$ cat src/rtl/rc4_pkg.sv
package rc4_pkg;

  localparam int MAX_KEY_LEN = 32;
  localparam int PERM_SIZE   = 256;
  localparam int KEY_IDX_W   = (MAX_KEY_LEN > 1) ? $clog2(MAX_KEY_LEN) : 1;
  localparam int KEY_CNT_W   = $clog2(MAX_KEY_LEN + 1);

  localparam logic CMD_KEY  = 1'b0;
  localparam logic CMD_DATA = 1'b1;

  typedef enum logic [3:0] {
    OP_NONE    = 4'd0,
    OP_DAT_RDI = 4'd1,
    OP_DAT_RDJ = 4'd2,
    OP_DAT_SWI = 4'd3,
    OP_DAT_SWJ = 4'd4,
    OP_KEY_RD  = 4'd5,
    OP_KEY_ACC = 4'd6,
    OP_KEY_SWN = 4'd7,
    OP_KEY_SWA = 4'd8
  } dp_op_t;

  typedef struct packed {
    logic   key_we;
    logic   sched_start;
    dp_op_t op;
  } dp_cmd_t;

  typedef struct packed {
    logic sched_done;
    logic out_free;
  } dp_stat_t;

endpackage

$ cat src/rtl/rc4_in_if.sv
interface rc4_in_if;
  logic       valid;
  logic       ready;
  logic       cmd;
  logic [7:0] in_byte;
  logic       key_last;

  modport source (output valid, output cmd, output in_byte, output key_last, input ready);
  modport sink (input valid, input cmd, input in_byte, input key_last, output ready);
endinterface

$ cat src/rtl/rc4_out_if.sv
interface rc4_out_if;
  logic       valid;
  logic       ready;
  logic [7:0] out_byte;

  modport source (output valid, output out_byte, input ready);
  modport sink (input valid, input out_byte, output ready);
endinterface

$ cat src/rtl/rc4_stream_cipher.sv
// data request: accepted in idle, then states RDJ, SWI and SWJ, which loads the result
// register and returns to idle; SWJ waits while the result register is still held by the sink
// key request: taken in idle; the last key byte starts a key schedule
// (256 steps of RD, ACC, SWN, SWA; the permutation memory has a read and a write port)
// reset (synchronous): indices and key count cleared, permutation back to identity at once
module rc4_stream_cipher import rc4_pkg::*; (
  input  logic       clk,
  input  logic       rst,
  rc4_in_if.sink     req,
  rc4_out_if.source  rsp
);

  dp_cmd_t  cmd;
  dp_stat_t stat;

  rc4_ctrl u_ctrl (
    .clk          (clk),
    .rst          (rst),
    .req_valid    (req.valid),
    .req_cmd      (req.cmd),
    .req_key_last (req.key_last),
    .req_ready    (req.ready),
    .stat         (stat),
    .cmd          (cmd)
  );

  rc4_dp u_dp (
    .clk       (clk),
    .rst       (rst),
    .cmd       (cmd),
    .in_byte   (req.in_byte),
    .stat      (stat),
    .out_valid (rsp.valid),
    .out_ready (rsp.ready),
    .out_byte  (rsp.out_byte)
  );

endmodule

$ cat src/rtl/rc4_ctrl.sv
module rc4_ctrl import rc4_pkg::*; (
  input  logic     clk,
  input  logic     rst,
  input  logic     req_valid,
  input  logic     req_cmd,
  input  logic     req_key_last,
  output logic     req_ready,
  input  dp_stat_t stat,
  output dp_cmd_t  cmd
);

  typedef enum logic [7:0] {
    ST_IDLE    = 8'b0000_0001,
    ST_DAT_RDJ = 8'b0000_0010,
    ST_DAT_SWI = 8'b0000_0100,
    ST_DAT_SWJ = 8'b0000_1000,
    ST_KEY_RD  = 8'b0001_0000,
    ST_KEY_ACC = 8'b0010_0000,
    ST_KEY_SWN = 8'b0100_0000,
    ST_KEY_SWA = 8'b1000_0000
  } state_t;

  state_t state;
  state_t state_next;
  logic   accept;

  assign req_ready = (state == ST_IDLE);
  assign accept    = req_valid && req_ready;

  always_comb begin
    state_next      = state;
    cmd.key_we      = 1'b0;
    cmd.sched_start = 1'b0;
    cmd.op          = OP_NONE;
    unique case (state)
      ST_IDLE: begin
        if (accept) begin
          if (req_cmd == CMD_DATA) begin
            cmd.op     = OP_DAT_RDI;
            state_next = ST_DAT_RDJ;
          end else begin
            cmd.key_we = 1'b1;
            if (req_key_last) begin
              cmd.sched_start = 1'b1;
              state_next      = ST_KEY_RD;
            end
          end
        end
      end
      ST_DAT_RDJ: begin
        cmd.op     = OP_DAT_RDJ;
        state_next = ST_DAT_SWI;
      end
      ST_DAT_SWI: begin
        cmd.op     = OP_DAT_SWI;
        state_next = ST_DAT_SWJ;
      end
      ST_DAT_SWJ: begin
        cmd.op = OP_DAT_SWJ;
        if (stat.out_free) begin
          state_next = ST_IDLE;
        end
      end
      ST_KEY_RD: begin
        cmd.op     = OP_KEY_RD;
        state_next = ST_KEY_ACC;
      end
      ST_KEY_ACC: begin
        cmd.op     = OP_KEY_ACC;
        state_next = ST_KEY_SWN;
      end
      ST_KEY_SWN: begin
        cmd.op     = OP_KEY_SWN;
        state_next = ST_KEY_SWA;
      end
      ST_KEY_SWA: begin
        cmd.op     = OP_KEY_SWA;
        state_next = stat.sched_done ? ST_IDLE : ST_KEY_RD;
      end
      default: begin
        state_next = ST_IDLE;
      end
    endcase
  end

  always_ff @(posedge clk) begin
    if (rst) begin
      state <= ST_IDLE;
    end else begin
      state <= state_next;
    end
  end

endmodule

$ cat src/rtl/rc4_dp.sv
module rc4_dp import rc4_pkg::*; (
  input  logic       clk,
  input  logic       rst,
  input  dp_cmd_t    cmd,
  input  logic [7:0] in_byte,
  output dp_stat_t   stat,
  output logic       out_valid,
  input  logic       out_ready,
  output logic [7:0] out_byte
);

  // permutation memory, entries not yet written read as identity
  logic [7:0]           perm_mem [PERM_SIZE];
  logic [PERM_SIZE-1:0] perm_vld;
  logic                 rd_en;
  logic [7:0]           rd_addr;
  logic [7:0]           rd_q;
  logic [7:0]           rd_addr_q;
  logic                 rd_vld_q;
  logic [7:0]           rd_val;
  logic                 wr_en;
  logic [7:0]           wr_addr;
  logic [7:0]           wr_data;

  logic [7:0]           key_mem [MAX_KEY_LEN];
  logic [7:0]           key_q;
  logic [KEY_CNT_W-1:0] key_count;
  logic [KEY_CNT_W-1:0] key_len;
  logic                 key_room;
  logic [KEY_IDX_W-1:0] kpos;
  logic [KEY_CNT_W-1:0] kpos_inc;

  logic [7:0] idx_i;
  logic [7:0] idx_j;
  logic [7:0] sched_n;
  logic [7:0] acc;
  logic [7:0] byte_q;
  logic [7:0] si_q;
  logic [7:0] sj_q;
  logic [7:0] j_new;
  logic [7:0] acc_new;
  logic [7:0] ks;
  logic       out_load;

  assign rd_val   = rd_vld_q ? rd_q : rd_addr_q;
  assign key_room = key_count < KEY_CNT_W'(MAX_KEY_LEN);
  assign kpos_inc = KEY_CNT_W'(kpos) + KEY_CNT_W'(1);
  assign j_new    = idx_j + rd_val;
  assign acc_new  = acc + rd_val + key_q;

  // keystream byte after the swap of i and j
  always_comb begin
    if (rd_addr_q == idx_i) begin
      ks = sj_q;
    end else if (rd_addr_q == idx_j) begin
      ks = si_q;
    end else begin
      ks = rd_val;
    end
  end

  assign stat.out_free   = !out_valid || out_ready;
  assign stat.sched_done = (sched_n == 8'hFF);
  assign out_load        = (cmd.op == OP_DAT_SWJ) && stat.out_free;

  always_comb begin
    rd_en   = 1'b0;
    rd_addr = sched_n;
    wr_en   = 1'b0;
    wr_addr = idx_i;
    wr_data = rd_val;
    case (cmd.op)
      OP_DAT_RDI: begin
        rd_en   = 1'b1;
        rd_addr = idx_i + 8'd1;
      end
      OP_DAT_RDJ: begin
        rd_en   = 1'b1;
        rd_addr = j_new;
      end
      OP_DAT_SWI: begin
        rd_en   = 1'b1;
        rd_addr = si_q + rd_val;
        wr_en   = 1'b1;
        wr_addr = idx_i;
        wr_data = rd_val;
      end
      OP_DAT_SWJ: begin
        wr_en   = 1'b1;
        wr_addr = idx_j;
        wr_data = si_q;
      end
      OP_KEY_RD: begin
        rd_en   = 1'b1;
        rd_addr = sched_n;
      end
      OP_KEY_ACC: begin
        rd_en   = 1'b1;
        rd_addr = acc_new;
      end
      OP_KEY_SWN: begin
        wr_en   = 1'b1;
        wr_addr = sched_n;
        wr_data = rd_val;
      end
      OP_KEY_SWA: begin
        wr_en   = 1'b1;
        wr_addr = acc;
        wr_data = si_q;
      end
      default: begin
        rd_en = 1'b0;
      end
    endcase
  end

  always_ff @(posedge clk) begin
    if (wr_en) begin
      perm_mem[wr_addr] <= wr_data;
    end
    if (rd_en) begin
      rd_q      <= perm_mem[rd_addr];
      rd_vld_q  <= perm_vld[rd_addr];
      rd_addr_q <= rd_addr;
    end
  end

  always_ff @(posedge clk) begin
    if (rst || cmd.sched_start) begin
      perm_vld <= '0;
    end else if (wr_en) begin
      perm_vld[wr_addr] <= 1'b1;
    end
  end

  always_ff @(posedge clk) begin
    if (cmd.key_we && key_room) begin
      key_mem[key_count[KEY_IDX_W-1:0]] <= in_byte;
    end
    if (cmd.op == OP_KEY_RD) begin
      key_q <= key_mem[kpos];
    end
  end

  always_ff @(posedge clk) begin
    if (rst) begin
      key_count <= '0;
    end else if (cmd.sched_start) begin
      key_count <= '0;
    end else if (cmd.key_we && key_room) begin
      key_count <= key_count + KEY_CNT_W'(1);
    end
  end

  always_ff @(posedge clk) begin
    if (rst) begin
      idx_i <= '0;
      idx_j <= '0;
    end else if (cmd.sched_start) begin
      idx_i <= '0;
      idx_j <= '0;
    end else if (cmd.op == OP_DAT_RDI) begin
      idx_i <= idx_i + 8'd1;
    end else if (cmd.op == OP_DAT_RDJ) begin
      idx_j <= j_new;
    end
  end

  always_ff @(posedge clk) begin
    if (cmd.sched_start) begin
      key_len <= key_room ? key_count + KEY_CNT_W'(1) : key_count;
      sched_n <= '0;
      acc     <= '0;
      kpos    <= '0;
    end
    case (cmd.op)
      OP_DAT_RDI: begin
        byte_q <= in_byte;
      end
      OP_DAT_RDJ: begin
        si_q <= rd_val;
      end
      OP_DAT_SWI: begin
        sj_q <= rd_val;
      end
      OP_KEY_ACC: begin
        acc  <= acc_new;
        si_q <= rd_val;
      end
      OP_KEY_SWA: begin
        sched_n <= sched_n + 8'd1;
        kpos    <= (kpos_inc >= key_len) ? '0 : kpos_inc[KEY_IDX_W-1:0];
      end
      default: begin
      end
    endcase
  end

  always_ff @(posedge clk) begin
    if (rst) begin
      out_valid <= 1'b0;
    end else if (out_load) begin
      out_valid <= 1'b1;
    end else if (out_ready) begin
      out_valid <= 1'b0;
    end
  end

  always_ff @(posedge clk) begin
    if (out_load) begin
      out_byte <= byte_q ^ ks;
    end
  end

endmodule

$ cat src/flat_wrapper.sv
// flat-port wrapper written by rule: the top's interface ports become plain ports
module rc4_stream_cipher_flat import rc4_pkg::*;
  (clk, rst, req_valid, req_cmd, req_in_byte, req_key_last, req_ready, rsp_valid, rsp_out_byte, rsp_ready);
  rc4_in_if req_i ();
  rc4_out_if rsp_i ();
  input  logic clk;
  input  logic rst;
  input wire logic [$bits(req_i.valid)-1:0] req_valid;
  input wire logic [$bits(req_i.cmd)-1:0] req_cmd;
  input wire logic [$bits(req_i.in_byte)-1:0] req_in_byte;
  input wire logic [$bits(req_i.key_last)-1:0] req_key_last;
  output wire logic [$bits(req_i.ready)-1:0] req_ready;
  output wire logic [$bits(rsp_i.valid)-1:0] rsp_valid;
  output wire logic [$bits(rsp_i.out_byte)-1:0] rsp_out_byte;
  input wire logic [$bits(rsp_i.ready)-1:0] rsp_ready;
  assign req_i.valid = req_valid;
  assign req_i.cmd = req_cmd;
  assign req_i.in_byte = req_in_byte;
  assign req_i.key_last = req_key_last;
  assign req_ready = req_i.ready;
  assign rsp_valid = rsp_i.valid;
  assign rsp_out_byte = rsp_i.out_byte;
  assign rsp_i.ready = rsp_ready;
  rc4_stream_cipher u_core (.clk(clk), .rst(rst), .req(req_i), .rsp(rsp_i));
endmodule
$ cat config.mk
export PLATFORM = sky130hd
export DESIGN_NAME = rc4_stream_cipher_flat
export DESIGN_NICKNAME = d
export VERILOG_FILES = /design/src/rtl/rc4_pkg.sv /design/src/rtl/rc4_in_if.sv /design/src/rtl/rc4_out_if.sv /design/src/rtl/rc4_stream_cipher.sv /design/src/rtl/rc4_ctrl.sv /design/src/rtl/rc4_dp.sv /design/src/flat_wrapper.sv
export SDC_FILE = /design/constraint.sdc
export NUM_CORES = 2
export LEC_CHECK = 0
export ABC_AREA = 1
export BUFFER_PORTS_ARGS = -buffer_cell sky130_fd_sc_hd__buf_2
export CAP_MARGIN = 20
export CORE_ASPECT_RATIO = 1.5
export CORE_MARGIN = 2
export CORE_UTILIZATION = 43
export DETAILED_ROUTE_END_ITERATION = 7
export HOLD_SLACK_MARGIN = 0.05
export SLEW_MARGIN = 0
export SYNTH_ARGS = -nofsm -noshare
export SYNTH_HDL_FRONTEND = slang
export SYNTH_SLANG_ARGS = --single-unit
export TNS_END_PERCENT = 50
$ cat constraint.sdc
create_clock -name clk -period 25.7 [get_ports clk]
set_input_delay 0 -clock clk [delete_from_list [all_inputs] [get_ports clk]]
set_output_delay 0 -clock clk [all_outputs]
set_load 0.1 [all_outputs]
==> impl_metrics.yaml <==
min_path:
  hold_class: "primary input to flip-flop"
  holdPathEnd: "u_core.u_dp.key_count[0]"
  hold_start: "req_valid"
  hold_path_depth: 4
drt:
  viasPerCell: 5.51
  drt-wirelength-per-cell_um: 23.4
  drt_iter0_markers: 8528
  routed_wl_mm: 341
  dr_total_vias: 80600
  drc_errors: 0
  ant_nets: 0
  drtPass1Iterations: 8
yosys:
  syn-cell-area_sq_um: 116000
  async_flop_share_pct: 0
  synth_top_area_share_pct: 62.1
  ys.flop_type: "edfxtp_1"
  yosys_warnings: 0
  avgSynthCellArea_sq_um: 10.4
  syn_nets: 11200
  synth_edf_count: 2388
  yosysTopAreaCell: "edfxtp_1"
  yosysMostFrequentCell: "nand2_1"
  ys_seq_area_share_pct: 67.1
  ys_top_cells_by_count: "nand2_1 (3340), edfxtp_1 (2388), nand3_1 (1857)"
  ys_ff_latch: 2675
  syn_inst: 11100
  ys_types: 51
  synth_area_leaders: "edfxtp_1 (62%), nand2_1 (11%), nand3_1 (8.0%)"
timing:
  slew_headroom_pct: -2.32
  worst_slew_pin_slew_ns: 1.53
  fin_skew_ns: 0.0888
  period_needed_ns: 7.89
  rsz0062_at_grt: "false"
  hold_viol: 0
  setup_viol: 0
  finalCritPeriodShare_pct: 30.7
  final-max-slew-violation-count: 26
  fin_setup_tns_ns: 0
  timing.fmax_mhz: 127
critical_path:
  cp_max_fo: 139
  max_stage_delay_ns: 0.86
  crit_type: "flip-flop to flip-flop"
  rr_worst_depth: 20
  reg2reg_to: "u_core.u_dp.rd_vld_q"
  required_ns: 26.37
  worstSetupEndpointType: "flip-flop"
  r2r-start: "u_core.u_dp.rd_vld_q"
  crit_arrival_ns: 8.56
  crit_path_frequent_cell: "nand3_1"
  crit_path_cell_trace: "mux2_2, fa_1, ha_1, nand2_1, nand2_1, nor2_1, nand2_1, nand2_8, inv_8, buf_4, buf_4, buf_4, nand2_1, nand3_1, nand3_1, nand3_1, nand3_1, nand3_1, nand3_1, nand2_1"
  cp_slowest_cell: "inv_8"
  start_kind: "flip-flop"
  rrSetupSlack_ns: 17.81
grt:
  antenna_found_initial: 15
  grt_overflow: 0
  grt_pass1_wl_mm: 505
  grt_max_degree: 209
  first_global_vias: 78100
  gr-usage-all-layers_pct: 24.5
finish:
  layout-drive-gt1-share_pct: 6.20
  area_growth_pct: 9.59
  final_nets: 10900
  final_cell_area_sq_um: 127000
  fillers: 24200
  ff_latch_area_sq_um: 77500
  post-route-util_pct: 47.2
  multi_input_area_sq_um: 31400
die:
  dieWidth_um: 427
  ios: 24
  die-area_sq_um: 273000
  die_h_um: 639
  rows: 233
  coreArea_sq_um: 268000
  floorplan.initialDensity_pct: 43.1
clock_tree:
  htree_levels: 4
  cts.path.max_buffers: 4
  cts_root_buf: "clkbuf_16"
  numCtsBuffers: 248
  cts_tree: "done"
  clkLatencyLatePin_ns: 0.94
  cts.sinks: 2675
  clk_pin_slew_worst_paths_ns: 0.06
status:
  outcome: "finished, violations left"
  failed_checks: "max-slew violations"
place:
  hpwl_mm: 199
  placed_area_sq_um: 118000
  portBuffers: 23
  routabilityCongestion: 0.898
run:
  maxCapViolations: 0
power:
  power_density_nw_per_um2: 83.5
  p_leak_nw: 48.9
  peakVddDrop_uv: 58.0
==> flip-flops by register name (all words and copies together) (netlist names) <==
signal,count
u_core.u_ctrl.state,8
u_core.u_dp.acc,8
u_core.u_dp.byte_q,8
u_core.u_dp.idx_i,8
u_core.u_dp.idx_j,8
u_core.u_dp.key_count,6
u_core.u_dp.key_len,6
u_core.u_dp.key_mem,256
u_core.u_dp.key_q,8
u_core.u_dp.kpos,5
u_core.u_dp.out_byte,8
u_core.u_dp.out_valid,1
u_core.u_dp.perm_mem,2048
u_core.u_dp.perm_vld,256
u_core.u_dp.rd_addr_q,8
u_core.u_dp.rd_q,8
u_core.u_dp.rd_vld_q,1
u_core.u_dp.sched_n,8
u_core.u_dp.si_q,8
u_core.u_dp.sj_q,8
==> metrics by stage <==
stage / hold slack (ns) / power, mW / std cells / setup slack (ns)
finish: 0.114 / 10.6 / 14600 / 17.81
global route: 0.141 / 10.9 / 14600 / 17.55
CTS: 0.0737 / 10.6 / 14600 / 17.96
detailed placement: 0.307 / 6.91 / 14100 / 18.00
global placement: 0.303 / 6.90 / 14100 / 17.99
floorplan: 0.0989 / 6.25 / 11100 / 12.66
==> kinds of logic (layout without fill, tap and decap cells) <==
| logic type | count (synthesis) | in the layout | share of synthesized area (%) |
|---|---|---|---|
| xor+xnor | 41 | 41 | 0.311 |
| buf+inv | 1691 | 1625 | 5.97 |
| flops | 2675 | 2675 | 67.1 |
| simple gates | 6091 | 6091 | 23.2 |
| compound gates | 588 | 588 | 2.85 |
| fa+ha+maj | 44 | 44 | 0.542 |
| other cells | 0 | 14 | 0 |
| mux | 7 | 7 | 0.0682 |
==> layout by cell type (no fill, tap or decap), drive strengths merged, types with 2 or more instances in the layout <==
| cell | count |
|---|---|
| nor2 | 508 |
| a32o | 2 |
| xor2 | 29 |
| nand3b | 338 |
| diode | 14 |
| dfxtp | 287 |
| nor4 | 8 |
| xnor2 | 12 |
| ha | 34 |
| o31ai | 3 |
| a221oi | 2 |
| o211ai | 67 |
| nand2 | 3348 |
| nand4 | 8 |
| o2111ai | 3 |
| clkinvlp | 14 |
| nor3b | 3 |
| o21ai | 222 |
| nor3 | 11 |
| edfxtp | 2388 |
| nand3 | 1858 |
| clkbuf | 323 |
| a22o | 2 |
| buf | 148 |
| inv | 1002 |
| clkinv | 95 |
| or2 | 9 |
| a21oi | 204 |
| bufinv | 25 |
| o22ai | 76 |
| dlygate4sd3 | 18 |
| fa | 10 |
| o21a | 4 |
| mux2 | 7 |
==> routing by layer <==
layer,GRT usage (%),part of all wire [%]
met1,29.9,38
met2,42.2,50
met3,3.04,6.4
met4,13.6,6.1
met5,0,0.023
==> report_power, final <==
part           switching [mW]  internal, mW
Combinational            1.45         0.395
Sequential             0.0188          4.97
Clock                    1.64          2.10
Total                    3.11          7.46
==> critical path, delay by kind of cell, from the launching register on <==
kind,cells,cell delay (ns)
simple gates,13,2.28
buf+inv,4,3.15
mux,1,0.52
flops,1,0.57
fa+ha+maj,2,0.80
==> layout make-up <==
class                      instances  area share, %
antenna                           14         0.0277
clock buffer                     323           5.32
clock inverter                   132           1.08
inverter                        1004           3.00
multi-input combinational       6771           24.8
sequential                      2675           61.2
tap                             3525           3.48
timing repair buffer             166           1.12
==> how the worst max path moves through the flow <==
stage | from | end | slack (ns) | cells after the start
6_report | u_core.u_dp.rd_vld_q | u_core.u_dp.rd_vld_q | 17.81 | 20
5_1_grt | u_core.u_dp.rd_vld_q | u_core.u_dp.rd_q[1] | 17.55 | 20
4_1_cts | u_core.u_dp.rd_vld_q | u_core.u_dp.rd_q[1] | 17.96 | 20
3_5_place_dp | u_core.u_dp.rd_vld_q | u_core.u_dp.rd_q[1] | 18.00 | 20
3_3_place_gp | u_core.u_dp.rd_vld_q | u_core.u_dp.rd_vld_q | 17.99 | 20
2_1_floorplan | u_core.u_ctrl.state[2] | u_core.u_dp.perm_mem[0][7] | 12.66 | 6
==> repair_timing <==
action,4_1_cts,5_1_grt
hold buffers,18,0
hold endpoints to repair,309,0
resized for setup,0,0
buffers inserted,0,0
No activity file was read; power rests on OpenSTA's default activity.
